--- config.mk ---
export PLATFORM = sky130hd
export DESIGN_NAME = brrb_back
export DESIGN_NICKNAME = d
export VERILOG_FILES = /design/src/rtl/brrb_pkg.sv /design/src/rtl/brrb_back.sv
export SDC_FILE = /design/constraint.sdc
export NUM_CORES = 1
export LEC_CHECK = 0
export BUFFER_PORTS_ARGS = -buffer_cell sky130_fd_sc_hd__buf_2
export CAP_MARGIN = 20
export CORE_MARGIN = 2
export CORE_UTILIZATION = 45
export CTS_CLUSTER_SIZE = 20
export DETAILED_ROUTE_END_ITERATION = 8
export GPL_TIMING_DRIVEN = 0
export PLACE_DENSITY = 0.79
export SLEW_MARGIN = 20
export SYNTH_ARGS = -nofsm -noshare
export SYNTH_HDL_FRONTEND = slang
export SYNTH_SLANG_ARGS = --single-unit
--- constraint.sdc ---
create_clock -name clock -period 2.8 [get_ports clock]
set_input_delay 0.42 -clock clock [delete_from_list [all_inputs] [get_ports clock]]
set_output_delay 0.42 -clock clock [all_outputs]
set_load 0.01 [all_outputs]
--- src/rtl/brrb_pkg.sv ---
// ----------------------------------------------------------------------------
// brrb_pkg
// Shared types and constants of the byte ring record buffer: request and
// response items, status codes, the command that passes from front to back.
// ----------------------------------------------------------------------------
package brrb_pkg;

   localparam int RING_BYTES_DEF = 4096;
   localparam int MAX_RECORD_DEF = 64;

   localparam logic OP_PUSH = 1'b0;
   localparam logic OP_POP  = 1'b1;

   typedef enum logic [2:0] {
      ST_OK      = 3'd0,
      ST_NO_ROOM = 3'd1,
      ST_NO_DATA = 3'd2,
      ST_BAD_LEN = 3'd3,
      ST_STRAY   = 3'd4
   } status_type;

   typedef enum logic {
      BK_IDLE,
      BK_READ
   } back_state_type;

   typedef struct packed {
      logic       op;
      logic [6:0] length;
      logic       first;
      logic [7:0] data_in;
   } req_type;

   typedef struct packed {
      status_type  status;
      logic [7:0]  data_out;
      logic        byte_valid;
      logic        last;
      logic [12:0] free_space;
      logic [11:0] stored_count;
   } rsp_type;

   // Work handed from the classifier to the executor. A command that is not a
   // read produces exactly one response; a read produces length responses.
   typedef struct packed {
      logic        is_read;
      status_type  status;
      logic [6:0]  length;
      logic [12:0] free_space;
      logic [11:0] stored_count;
   } cmd_type;

endpackage

--- src/rtl/brrb_back.sv ---
// ----------------------------------------------------------------------------
// brrb_back
// Command executor. Emits single responses and streams popped bytes out of
// the store, one per cycle, through the registered read port.
// ----------------------------------------------------------------------------
module brrb_back import brrb_pkg::*; #(
   parameter int RING_BYTES = RING_BYTES_DEF
) (
   input  logic                          clock,
   input  logic                          reset,
   input  cmd_type                       head_cmd,
   input  logic                          queue_empty,
   output logic                          deq,
   output logic                          pop_done,
   output logic                          ram_re,
   output logic [$clog2(RING_BYTES)-1:0] ram_raddr,
   input  logic [7:0]                    ram_q,
   output logic                          rsp_strobe,
   output rsp_type                       rsp_item
);

   localparam int PTR_W = $clog2(RING_BYTES);

   back_state_type   state_ff, state_in;
   logic [PTR_W-1:0] rd_addr_ff, rd_addr_in;
   logic [6:0]       cnt_ff, cnt_in;
   logic             out_valid_ff, out_valid_in;
   logic             out_byte_ff, out_byte_in;
   logic             out_last_ff, out_last_in;
   status_type       out_status_ff, out_status_in;
   logic [12:0]      out_free_ff, out_free_in;
   logic [11:0]      out_stored_ff, out_stored_in;

   always_comb begin
      state_in      = state_ff;
      rd_addr_in    = rd_addr_ff;
      cnt_in        = cnt_ff;
      out_valid_in  = 1'b0;
      out_byte_in   = 1'b0;
      out_last_in   = 1'b1;
      out_status_in = out_status_ff;
      out_free_in   = out_free_ff;
      out_stored_in = out_stored_ff;
      deq           = 1'b0;
      pop_done      = 1'b0;
      ram_re        = 1'b0;

      case (state_ff)
         BK_IDLE: begin
            if (!queue_empty) begin
               deq           = 1'b1;
               out_free_in   = head_cmd.free_space;
               out_stored_in = head_cmd.stored_count;
               out_status_in = head_cmd.status;
               if (head_cmd.is_read) begin
                  cnt_in   = head_cmd.length;
                  state_in = BK_READ;
               end else begin
                  out_valid_in = 1'b1;
               end
            end
         end
         BK_READ: begin
            ram_re       = 1'b1;
            rd_addr_in   = (rd_addr_ff == PTR_W'(RING_BYTES - 1)) ?
                           '0 : rd_addr_ff + PTR_W'(1);
            cnt_in       = cnt_ff - 7'd1;
            out_valid_in = 1'b1;
            out_byte_in  = 1'b1;
            out_last_in  = (cnt_ff == 7'd1);
            if (cnt_ff == 7'd1) begin
               pop_done = 1'b1;
               state_in = BK_IDLE;
            end
         end
         default: begin
            state_in = BK_IDLE;
         end
      endcase
   end

   always_ff @(posedge clock) begin
      if (reset) begin
         state_ff     <= BK_IDLE;
         rd_addr_ff   <= '0;
         cnt_ff       <= 7'd0;
         out_valid_ff <= 1'b0;
         out_byte_ff  <= 1'b0;
         out_last_ff  <= 1'b0;
      end else begin
         state_ff     <= state_in;
         rd_addr_ff   <= rd_addr_in;
         cnt_ff       <= cnt_in;
         out_valid_ff <= out_valid_in;
         out_byte_ff  <= out_byte_in;
         out_last_ff  <= out_last_in;
      end
   end

   always_ff @(posedge clock) begin
      out_status_ff <= out_status_in;
      out_free_ff   <= out_free_in;
      out_stored_ff <= out_stored_in;
   end

   assign ram_raddr = rd_addr_ff;

   assign rsp_strobe            = out_valid_ff;
   assign rsp_item.status       = out_status_ff;
   assign rsp_item.data_out     = out_byte_ff ? ram_q : 8'd0;
   assign rsp_item.byte_valid   = out_byte_ff;
   assign rsp_item.last         = out_last_ff;
   assign rsp_item.free_space   = out_free_ff;
   assign rsp_item.stored_count = out_stored_ff;

endmodule

* After elaboration in Yosys (flattened, before gate mapping)
Index checks and enable logic that the tools add are counted.
** Operators by class
- Add/sub/neg operators :: 2
- Equal/unequal tests :: 4
- Muxes and demuxes :: 18
- Bitwise operators :: 2
- Reductions and logical operators :: 2
** Operators with widths (count)
- two-way mux 7 bit :: 2
- one-hot mux 7 bit (2 select lines) :: 1
- adder 12 x 1 -> 12 bit (second input constant) :: 1
- equality test 12 bit (second input constant) :: 1
- two-way mux 12 bit :: 1
- two-way mux 1 bit :: 11
- two-way mux 8 bit :: 1
- equality test 7 x 1 -> 1 bit (second input constant) :: 1
- subtractor 7 x 1 -> 7 bit (second input constant) :: 1
- != test 2 bit (second input constant) :: 2
- one-hot mux 1 bit (2 select lines) :: 2
- AND reduction 2 bit :: 2
- inverter 1 bit :: 2
** Storage, ports and cells
- Bits in registers :: 51
- Bits of input ports :: 47
- Output and inout bits :: 54
- Logic and storage cells :: 37

* Logic depth before layout (Yosys ltp)
Gate-level depths: netlist of the first run.
- Depth after elaboration :: 3
- Mapped depth :: 6
- Depth with buffers taken out :: 6

* Worst setup path after synthesis of the first run
No wires, ideal clock.
- Path type :: register to output
- Start point :: register state_ff
- End point :: output port deq
- Arrival time :: 2053 ps
- Data required time :: 2380 ps
- Slack :: 327 ps
- Stages on the path, launching flop included :: 4
- Buffers on the path :: 2
- Path through :: dfxtp_1 buf_6 clkbuf_1 nor2_1
** On the way
- Longest elaborated chain between the ends :: 1
** RTL lines
- start, declared :: RTL line brrb_back.sv:24 : back_state_type state_ff, state_in;
- start signal, assigned :: RTL line brrb_back.sv:91 : state_ff <= state_in;
- two-way mux 1 bit :: RTL line brrb_back.sv:48 : case (state_ff)
- end, declared :: RTL line brrb_back.sv:13 : output logic deq,
No other way between the ends.

* Final worst setup path of the first run
Ends and elaborated chain as after synthesis.

==> impl_metrics.env, run 1 <==
export IMPL_status="complete, no violations"
export IMPL_cellPowerDensity_mw_per_mm2=572
export IMPL_timing_critical_path_to_type="primary output"
export IMPL_detail_route_vias_per_cell=5.02
export IMPL_timing_hold_violations_final=0
export IMPL_routed_wire_length_per_instance_um=13.1
export IMPL_yosys_cell_types_count=36
export IMPL_achievable_frequency_ghz=0.409
export IMPL_postCtsSetupRepairBufs=0
export IMPL_worstMarginPinSlew_ns=0.754
export IMPL_ys_async_sr_fraction_pct=0
export IMPL_timing_max_slew_rel_slack_pct=49.6
export IMPL_fraction_of_final_layout_cells_with_drive_strength_greater_than_1_pct=44.9
export IMPL_irDropWorstVdd_v=0.000263
export IMPL_die_area_mm2=0.00510
export IMPL_cts_htree_levels=2
export IMPL_critPathBufInv=3
export IMPL_vias=1628
export IMPL_grt_overflow=0
export IMPL_cp_data_required_time_ns=2.38
export IMPL_num_nets_final=321
export IMPL_pin_count_of_the_biggest_net_entering_global_routing=30
export IMPL_routed_wl_um=4230
export IMPL_ctsLongestPathBuffers=2
export IMPL_cts_resized=0
export IMPL_core_region_area_mm2=0.00435
export IMPL_drt_pass1_iter_count=4
export IMPL_timing_critical_path_from_type="flip-flop"
export IMPL_max_cap_violations=0
export IMPL_timing_critical_path_slowest_stage_cell="sky130_fd_sc_hd__nor2_4"
export IMPL_syn2layout_area_growth_pct=33.3
export IMPL_drt_drc_violations_left=0
export IMPL_first_global_vias=1472
export IMPL_gp_routability_congestion=0.741
export IMPL_synth_yosys_seq_area_share_pct=63.6
export IMPL_ctsHoldBuffers=0
export IMPL_post_synth_net_total=215
export IMPL_synth_top_flop_cell="sky130_fd_sc_hd__edfxtp_1"
export IMPL_chipHeight_um=71.4
export IMPL_post_synth_instance_area_mm2=0.00205
export IMPL_first_pass_grt_wire_length_um=6640
export IMPL_cp_arrival_ns=2.03
export IMPL_drtIter0Drc=84
export IMPL_hold_path_class="in2reg"
export IMPL_critPathTopFamily="buffers and inverters"
export IMPL_critPathMaxStageDelay_ns=0.67
export IMPL_antennaDiodeCount=0
export IMPL_routed_wl_met2_um=2010
export IMPL_critical_path_max_fanout=29
export IMPL_critPathKind="reg2out"
export IMPL_timing_final_max_slew_violations=0
export IMPL_finalWorstPathRequiredPeriod_ns=2.45
export IMPL_layout_cells_non_filler=324
export IMPL_dp_cells=316
export IMPL_tritoncts="built"
export IMPL_path_clk_slew_ns=0.09
export IMPL_yosys_warnings=0
export IMPL_core_rowCount=24
export IMPL_num_io_pins=101
export IMPL_cp_cell_sequence="buf_6 > clkbuf_1 > nor2_4 > buf_2"
export IMPL_clock_skew_ns=0.00315
export IMPL_top_layer_used="met4"
export IMPL_setup_viol=0
export IMPL_tritoncts_num_sinks=51
export IMPL_number_of_enable_flip_flop_cells_after_synthesis=28
export IMPL_met1_routed_length_um=1730
export IMPL_clock_latency_ns=0.30
export IMPL_dr_wl_met3_um=424
export IMPL_postRouteAntennaNets=0
export IMPL_fin_hold_ws_ns=0.289
export IMPL_post_synth_inst_count=165
export IMPL_antenna_found_initial=0
export IMPL_nFillCells=365
export IMPL_starting_density_of_the_core_pct=47.0
export IMPL_flops_latches_synth=51
export IMPL_die_w_um=71.4
export IMPL_placement_io_buffers=99
export IMPL_gr_usage_all_layers_pct=16.6
export IMPL_power_leakage_nw=1.20
export IMPL_rsz_0062_raised_after_global_routing="false"
export IMPL_numCtsBuffers=5
export IMPL_post_route_period_util_pct=87.4
export IMPL_dpl_hpwl_um=3190
export IMPL_syn_mean_instance_area_um2=12.4
export IMPL_cts_root_buf="sky130_fd_sc_hd__clkbuf_8"
## synth_stat cells (all sizes together), types with 2 or more instances
master	n	share of area, %
edfxtp	28	41
dfxtp	23	23
nor2	21	3.9
nand2	11	2.1
a211oi	9	3.3
and2	9	2.8
a21oi	7	1.9
xnor2	7	3.0
buf	6	2.0
nor3	6	1.5
inv	5	0.92
nand4	5	1.8
xor2	5	2.1
ha	3	1.8
nand3	3	0.98
nor2b	3	0.92
nor4	3	2.0
mux2i	2	0.98
## routing by layer
layer | global-route usage [%] | up-vias
met3 | 5.06 | 9
li1 | - | 796
met4 | 6.92 | 0
met2 | 28.1 | 78
met1 | 19.6 | 745
met5 | 0 | -
## cell type report
cell class / instances / area (um2) / share of cell area [%]
inverter: 5 / 18.8 / 0.688
clock inverter: 3 / 43.8 / 1.61
multi-input combinational: 102 / 689 / 25.3
timing repair buffer: 99 / 495 / 18.2
buffer: 7 / 43.8 / 1.61
clock buffer: 5 / 68.8 / 2.52
tap: 52 / 65.1 / 2.39
sequential: 51 / 1300 / 47.7
## where the power goes
part	total (mW)	switching (mW)	internal, mW
Clock	0.504	0.238	0.266
Sequential	0.861	0.0248	0.837
Combinational	0.194	0.101	0.0921
## cell families (layout without fill, tap and decap cells)
logic type | count (synthesis) | count (layout) | share of synthesized area [%]
adders and majority gates | 3 | 3 | 1.84
buffers and inverters | 12 | 119 | 3.06
muxes | 3 | 3 | 1.71
and+or+nand+nor | 64 | 64 | 17.0
xor gates and xnor gates | 12 | 12 | 5.14
DFF | 51 | 51 | 63.6
AOI/OAI and AO/OA | 20 | 20 | 7.65
## worst reg2reg max path: cells and delay by family, from the launching register on
kind                   cells  cell delay, ns
and+or+nand+nor            1            0.67
buffers and inverters      2            0.42
DFF                        1            0.38
## metrics by stage
stage                     TNS, ns  util [%]  power (mW)  instance area [um2]  worst slack (ns)
after floorplan                 0         -       0.988                 2050             0.327
after global placement     -0.960      59.9        1.07                 2610            -0.376
after detailed placement        0      60.0        1.07                 2610             0.661
after CTS                       0      62.6        1.58                 2730             0.318
after global routing            0      62.6        1.62                 2730             0.200
final                           0      62.6        1.56                 2730             0.354
## worst paths after layout
path / from / endpoint / slack, ns / cells past startpoint
max: state_ff / deq / 0.35 / 4
max reg2reg: state_ff / out_stored_ff[10] / 0.97 / 3
min reg2reg: ram_raddr[1] / ram_raddr[1] / 0.52 / 2
min: head_cmd[4] / out_stored_ff[4] / 0.29 / 1
## cells in the final DEF, fill, tap and decap left out, types with 2 or more instances in the layout
cell type / count
sky130_fd_sc_hd__nor2b_1: 3
sky130_fd_sc_hd__buf_2: 101
sky130_fd_sc_hd__nand3_1: 2
sky130_fd_sc_hd__and2_1: 9
sky130_fd_sc_hd__xor2_1: 5
sky130_fd_sc_hd__nor3_1: 6
sky130_fd_sc_hd__xnor2_1: 7
sky130_fd_sc_hd__edfxtp_1: 28
sky130_fd_sc_hd__buf_4: 2
sky130_fd_sc_hd__nand4_1: 4
sky130_fd_sc_hd__clkbuf_8: 5
sky130_fd_sc_hd__nand2_1: 10
sky130_fd_sc_hd__ha_1: 3
sky130_fd_sc_hd__a21oi_1: 6
sky130_fd_sc_hd__inv_1: 5
sky130_fd_sc_hd__dfxtp_1: 23
sky130_fd_sc_hd__mux2i_1: 2
sky130_fd_sc_hd__a211oi_1: 9
sky130_fd_sc_hd__nor2_1: 20
## flip-flops by register name, summed over array words and instances, names as in the netlist
register / cells
cnt_ff: 7
out_byte_ff: 1
out_free_ff: 13
out_last_ff: 1
out_status_ff: 3
out_stored_ff: 12
ram_raddr: 12
rsp_strobe: 1
state_ff: 1
Note: power is estimated with default switching activity, not from simulation.
==> inputs of run 2 (changes only) <==
--- a/config.mk
+++ b/config.mk
@@ -13,6 +13,7 @@
 export DETAILED_ROUTE_END_ITERATION = 8
 export GPL_TIMING_DRIVEN = 0
 export PLACE_DENSITY = 0.79
+export RECOVER_POWER = 100
 export SLEW_MARGIN = 20
 export SYNTH_ARGS = -nofsm -noshare
 export SYNTH_HDL_FRONTEND = slang
==> impl_metrics.env, run 2 (synthesized netlist as in run 1, its figures left out) <==
export IMPL_status="complete, no violations"
export IMPL_rsz_0062_raised_after_global_routing="false"
export IMPL_report_power_total_mw=1.54
export IMPL_antenna_found_initial=0
export IMPL_setup_viol=0
export IMPL_r2r_end="ram_raddr[3]"
export IMPL_drt_pass1_iter_count=4
export IMPL_cellPowerDensity_mw_per_mm2=587
export IMPL_crit_reg2reg_launch="ram_raddr[0]"
export IMPL_registers_top_by_ff_count="out_free_ff"
export IMPL_first_global_vias=1472
export IMPL_fin_util_pct=60.4
export IMPL_numCtsBuffers=5
export IMPL_cts_htree_levels=2
export IMPL_clock_latency_ns=0.30
export IMPL_cp_arrival_ns=2.00
export IMPL_timing_hold_violations_final=0
export IMPL_die_area_mm2=0.00510
export IMPL_path_clk_slew_ns=0.09
export IMPL_power_sequential_fraction_pct=55.7
export IMPL_timing_critical_path_from_type="flip-flop"
export IMPL_timing_final_max_slew_violations=0
export IMPL_gr_usage_all_layers_pct=16.6
export IMPL_critical_path_max_fanout=29
export IMPL_starting_density_of_the_core_pct=47.0
export IMPL_routed_wl_met2_um=1990
export IMPL_tritoncts_num_sinks=51
export IMPL_p_int_mw=1.18
export IMPL_start_point_of_the_worst_hold_path="head_cmd[4]"
export IMPL_max_cap_violations=0
export IMPL_layout_commonest_cell="sky130_fd_sc_hd__buf_2"
export IMPL_syn2layout_area_growth_pct=28.6
export IMPL_chipHeight_um=71.4
export IMPL_hold_path_class="in2reg"
export IMPL_drtIter0Drc=76
export IMPL_num_io_pins=101
export IMPL_cp_data_required_time_ns=2.38
export IMPL_core_region_area_mm2=0.00435
export IMPL_layout_common_cells="sky130_fd_sc_hd__buf_2, sky130_fd_sc_hd__clkbuf_1, sky130_fd_sc_hd__edfxtp_1"
export IMPL_dp_cells=316
export IMPL_pwr_share_clk_pct=32.6
export IMPL_dr_wl_met3_um=434
export IMPL_critPathKind="reg2out"
export IMPL_achievable_frequency_ghz=0.414
export IMPL_pin_count_of_the_biggest_net_entering_global_routing=30
export IMPL_power_leakage_nw=1.01
export IMPL_top_layer_used="met4"
export IMPL_fraction_of_power_spent_switching_nets_pct=23.5
export IMPL_timing_max_slew_rel_slack_pct=28.0
export IMPL_met1_routed_length_um=1770
export IMPL_post_route_period_util_pct=86.3
export IMPL_layout_cells_non_filler=324
export IMPL_vias=1617
export IMPL_num_nets_final=321
export IMPL_cts_root_buf="sky130_fd_sc_hd__clkbuf_8"
export IMPL_largest_register_ff_count=13
export IMPL_switching_power_uw=362
export IMPL_timing_reg2reg_setup_slack_ns=0.75
export IMPL_postCtsSetupRepairBufs=0
export IMPL_holdPathEnd="out_stored_ff[4]"
export IMPL_ctsLongestPathBuffers=2
export IMPL_detail_route_vias_per_cell=4.99
export IMPL_placement_io_buffers=99
export IMPL_clock_skew_ns=0.00285
export IMPL_worstMarginPinSlew_ns=1.07
export IMPL_timing_critical_path_to_type="primary output"
export IMPL_fraction_of_final_layout_cells_with_drive_strength_greater_than_1_pct=26.1
export IMPL_irDropWorstVdd_v=0.000263
export IMPL_number_of_instances_on_the_worst_hold_path=1
export IMPL_ctsHoldBuffers=0
export IMPL_gp_routability_congestion=0.741
export IMPL_power_frac_comb_pct=11.7
export IMPL_routed_wire_length_per_instance_um=13.2
export IMPL_number_of_cell_instances_on_the_worst_register_to_register_path=4
export IMPL_tritoncts="built"
export IMPL_finalWorstPathRequiredPeriod_ns=2.42
export IMPL_setup_tns_ns=0
export IMPL_first_pass_grt_wire_length_um=6640
export IMPL_routed_wl_um=4270
export IMPL_die_w_um=71.4
export IMPL_grt_overflow=0
export IMPL_drt_drc_violations_left=0
export IMPL_antennaDiodeCount=0
export IMPL_dpl_hpwl_um=3190
export IMPL_postRouteAntennaNets=0
export IMPL_core_rowCount=24
export IMPL_cts_resized=0
export IMPL_fin_hold_ws_ns=0.289
-- run 2: changes by cell type in the layout (fill, tap and decap cells not counted) --
cell,change
sky130_fd_sc_hd__clkbuf_4,+1
sky130_fd_sc_hd__clkbuf_1,+50
sky130_fd_sc_hd__o41ai_4,-1
sky130_fd_sc_hd__o41ai_1,+1
sky130_fd_sc_hd__and2_0,+4
sky130_fd_sc_hd__buf_2,-49
sky130_fd_sc_hd__nor4_1,+1
sky130_fd_sc_hd__buf_4,-1
sky130_fd_sc_hd__nor4_4,-1
sky130_fd_sc_hd__and2_1,-4
sky130_fd_sc_hd__buf_1,-1
-- run 2: power by group through the flow --
| stage | clock [mW] | sequential (mW) | combinational (mW) |
|---|---|---|---|
| detailed placement | 0 | 0.879 | 0.194 |
| global route | 0.543 | 0.865 | 0.200 |
| CTS | 0.517 | 0.862 | 0.196 |
| global placement | 0 | 0.879 | 0.187 |
| floorplan | 0 | 0.894 | 0.0946 |
| finish | 0.504 | 0.860 | 0.180 |
-- run 2: per-stage QoR --
stage                     cell area, um2  setup slack (ns)
after floorplan                     2050             0.327
after detailed placement            2610             0.661
after global routing                2630             0.216
after CTS                           2730             0.318
after global placement              2610            -0.376
final                               2630             0.383
-- run 2: layout make-up --
class	instances	area (um2)
Buffer	7	43.8
Fill cell	392	1720
Clock buffer	5	68.8
Timing Repair Buffer	99	434
Multi-Input combinational cell	102	656
Clock inverter	3	43.8
Tap cell	52	65.1
Sequential cell	51	1300
Inverter	5	18.8
-- run 2: how the worst max path moves through the flow --
stage             start  endpoint  cells after the start  slack, ns
3_5_place_dp   state_ff       deq                      4       0.66
3_3_place_gp   state_ff       deq                      4      -0.38
4_1_cts        state_ff       deq                      4       0.32
2_1_floorplan  state_ff       deq                      3       0.33
6_report       state_ff       deq                      4       0.38
5_1_grt        state_ff       deq                      4       0.22
-- run 2: per-layer routing --
layer | vias to the layer above | global-route usage (%)
met5 | - | 0
met2 | 72 | 28.1
met4 | 0 | 6.92
li1 | 797 | -
met1 | 741 | 19.6
met3 | 7 | 5.06
-- run 2: critical path: stages, from the launching register on --
cell	delay, ns
sky130_fd_sc_hd__dfxtp_1	0.38
sky130_fd_sc_hd__buf_6	0.17
sky130_fd_sc_hd__clkbuf_1	0.25
sky130_fd_sc_hd__nor2_4	0.67
sky130_fd_sc_hd__clkbuf_1	0.23
==> inputs of run 3 (changes only) <==
--- a/config.mk
+++ b/config.mk
@@ -8,11 +8,12 @@
 export BUFFER_PORTS_ARGS = -buffer_cell sky130_fd_sc_hd__buf_2
 export CAP_MARGIN = 20
 export CORE_MARGIN = 2
-export CORE_UTILIZATION = 45
+export CORE_UTILIZATION = 47
+export CTS_BUF_LIST = sky130_fd_sc_hd__clkbuf_4
 export CTS_CLUSTER_SIZE = 20
 export DETAILED_ROUTE_END_ITERATION = 8
 export GPL_TIMING_DRIVEN = 0
-export PLACE_DENSITY = 0.79
+export PLACE_DENSITY = 0.88
 export RECOVER_POWER = 100
 export SLEW_MARGIN = 20
 export SYNTH_ARGS = -nofsm -noshare
==> impl_metrics.env, run 3 (synthesized netlist as in run 1, its figures left out) <==
export IMPL_status="complete, no violations"
export IMPL_clock_latency_ns=0.36
export IMPL_layout_commonest_cell="sky130_fd_sc_hd__buf_2"
export IMPL_timing_critical_path_from="state_ff"
export IMPL_registers_top_by_ff_count="out_free_ff"
export IMPL_irDropWorstVdd_v=0.000266
export IMPL_critical_path_max_fanout=29
export IMPL_fraction_of_final_layout_cells_with_drive_strength_greater_than_1_pct=27.2
export IMPL_vias=1637
export IMPL_crit_reg2reg_launch="ram_raddr[0]"
export IMPL_grt_overflow=0
export IMPL_drtIter0Drc=140
export IMPL_tritoncts="built"
export IMPL_worstMarginPinSlew_ns=1.06
export IMPL_report_power_total_mw=1.46
export IMPL_max_cap_violations=0
export IMPL_routed_wl_um=4660
export IMPL_pwr_share_clk_pct=28.9
export IMPL_nFillCells=362
export IMPL_clock_skew_ns=0.0180
export IMPL_power_sequential_fraction_pct=58.8
export IMPL_postRouteAntennaNets=0
export IMPL_cp_arrival_ns=2.07
export IMPL_fraction_of_power_spent_switching_nets_pct=23.9
export IMPL_starting_density_of_the_core_pct=50.1
export IMPL_timing_critical_path_to_type="primary output"
export IMPL_p_int_mw=1.11
export IMPL_antennaDiodeCount=0
export IMPL_power_leakage_nw=1.00
export IMPL_die_area_mm2=0.00490
export IMPL_cts_root_buf="sky130_fd_sc_hd__clkbuf_4"
export IMPL_first_global_vias=1550
export IMPL_num_nets_final=321
export IMPL_achievable_frequency_ghz=0.402
export IMPL_core_region_area_mm2=0.00409
export IMPL_cp_data_required_time_ns=2.38
export IMPL_timing_critical_path_from_type="flip-flop"
export IMPL_design_area_mm2=0.00260
export IMPL_num_io_pins=101
export IMPL_layout_common_cells="sky130_fd_sc_hd__buf_2, sky130_fd_sc_hd__clkbuf_1, sky130_fd_sc_hd__edfxtp_1"
export IMPL_dpl_hpwl_um=3570
export IMPL_first_pass_grt_wire_length_um=7640
export IMPL_placement_io_buffers=99
export IMPL_ctsLongestPathBuffers=2
export IMPL_core_rowCount=23
export IMPL_multiInputGateArea_um2=656
export IMPL_cellPowerDensity_mw_per_mm2=563
export IMPL_drt_drc_violations_left=0
export IMPL_routed_wire_length_per_instance_um=14.5
export IMPL_antenna_found_initial=0
export IMPL_chipHeight_um=70.0
export IMPL_drt_pass1_iter_count=5
export IMPL_ctsHoldBuffers=0
export IMPL_cts_htree_levels=2
export IMPL_path_clk_slew_ns=0.14
export IMPL_start_point_of_the_worst_hold_path="head_cmd[14]"
export IMPL_power_frac_comb_pct=12.3
export IMPL_detailed_place_area_mm2=0.00261
export IMPL_setup_viol=0
export IMPL_pin_count_of_the_biggest_net_entering_global_routing=30
export IMPL_timing_hold_violations_final=0
export IMPL_regArea_mm2=0.00130
export IMPL_gr_usage_all_layers_pct=19.5
export IMPL_syn2layout_area_growth_pct=27.2
export IMPL_rsz_0062_raised_after_global_routing="false"
export IMPL_postCtsSetupRepairBufs=0
export IMPL_detail_route_vias_per_cell=5.08
export IMPL_gp_routability_congestion=0.797
export IMPL_die_w_um=70.0
export IMPL_critPathKind="reg2out"
export IMPL_timing_final_max_slew_violations=0
export IMPL_timing_max_slew_rel_slack_pct=28.5
export IMPL_tritoncts_num_sinks=51
export IMPL_post_route_period_util_pct=88.9
export IMPL_finalWorstPathRequiredPeriod_ns=2.49
export IMPL_hold_path_class="in2reg"
export IMPL_largest_register_ff_count=13
export IMPL_cts_resized=0
export IMPL_switching_power_uw=350
export IMPL_numCtsBuffers=5
## run 3: cell types whose count changed in the layout (fill, tap and decap cells not counted), moves of 3 or more
cell,previous run,this run
sky130_fd_sc_hd__and2_0,4,8
sky130_fd_sc_hd__and2_1,5,1
sky130_fd_sc_hd__buf_2,52,55
sky130_fd_sc_hd__clkbuf_1,51,47
sky130_fd_sc_hd__clkbuf_4,1,7
sky130_fd_sc_hd__clkbuf_8,5,0
## run 3: critical path, stage by stage (launching register included)
cell and delay, ns:
sky130_fd_sc_hd__dfxtp_1 0.39, sky130_fd_sc_hd__buf_6 0.17, sky130_fd_sc_hd__clkbuf_1 0.25, sky130_fd_sc_hd__nor2_4 0.67, sky130_fd_sc_hd__clkbuf_1 0.22
## run 3: power by group through the flow
stage | registers, mW | clock network (mW) | logic (mW)
floorplan | 0.894 | 0 | 0.0946
global placement | 0.878 | 0 | 0.187
detailed placement | 0.880 | 0 | 0.195
CTS | 0.863 | 0.432 | 0.196
global route | 0.867 | 0.467 | 0.201
finish | 0.861 | 0.423 | 0.180
## run 3: per-layer routing
metal	track usage [%]	up-vias	routed length, um
li1	-	794	-
met1	25.2	759	2000
met2	32.2	78	2210
met3	6.20	6	392
met4	4.49	0	53
met5	0	-	0
## run 3: per-stage QoR
step	setup slack [ns]	util, %	hold slack, ns	cells	TNS [ns]
6_report	0.312	63.7	0.226	322	0
5_1_grt	0.116	63.7	0.189	322	0
3_3_place_gp	-0.316	63.7	0.501	314	-0.316
2_1_floorplan	0.327	-	0.474	165	0
4_1_cts	0.246	65.9	0.218	322	0
3_5_place_dp	0.659	63.9	0.512	314	0
## run 3: path summary, 6_finish.rpt
path / end / slack [ns] / depth (start not counted)
worst max-delay path: deq / 0.31 / 4
worst min-delay path: out_free_ff[2] / 0.23 / 1
worst max register to register: ram_raddr[9] / 0.71 / 4
worst min register to register: cnt_ff[0] / 0.53 / 1
## run 3: area by class of cell
cell class / count / area share [%]
Buffer: 7 / 1.68
Clock buffer: 6 / 1.73
Clock inverter: 2 / 1.44
Inverter: 5 / 0.721
Multi-Input combinational cell: 102 / 25.2
Sequential cell: 51 / 50.0
Tap cell: 50 / 2.40
Timing Repair Buffer: 99 / 16.8
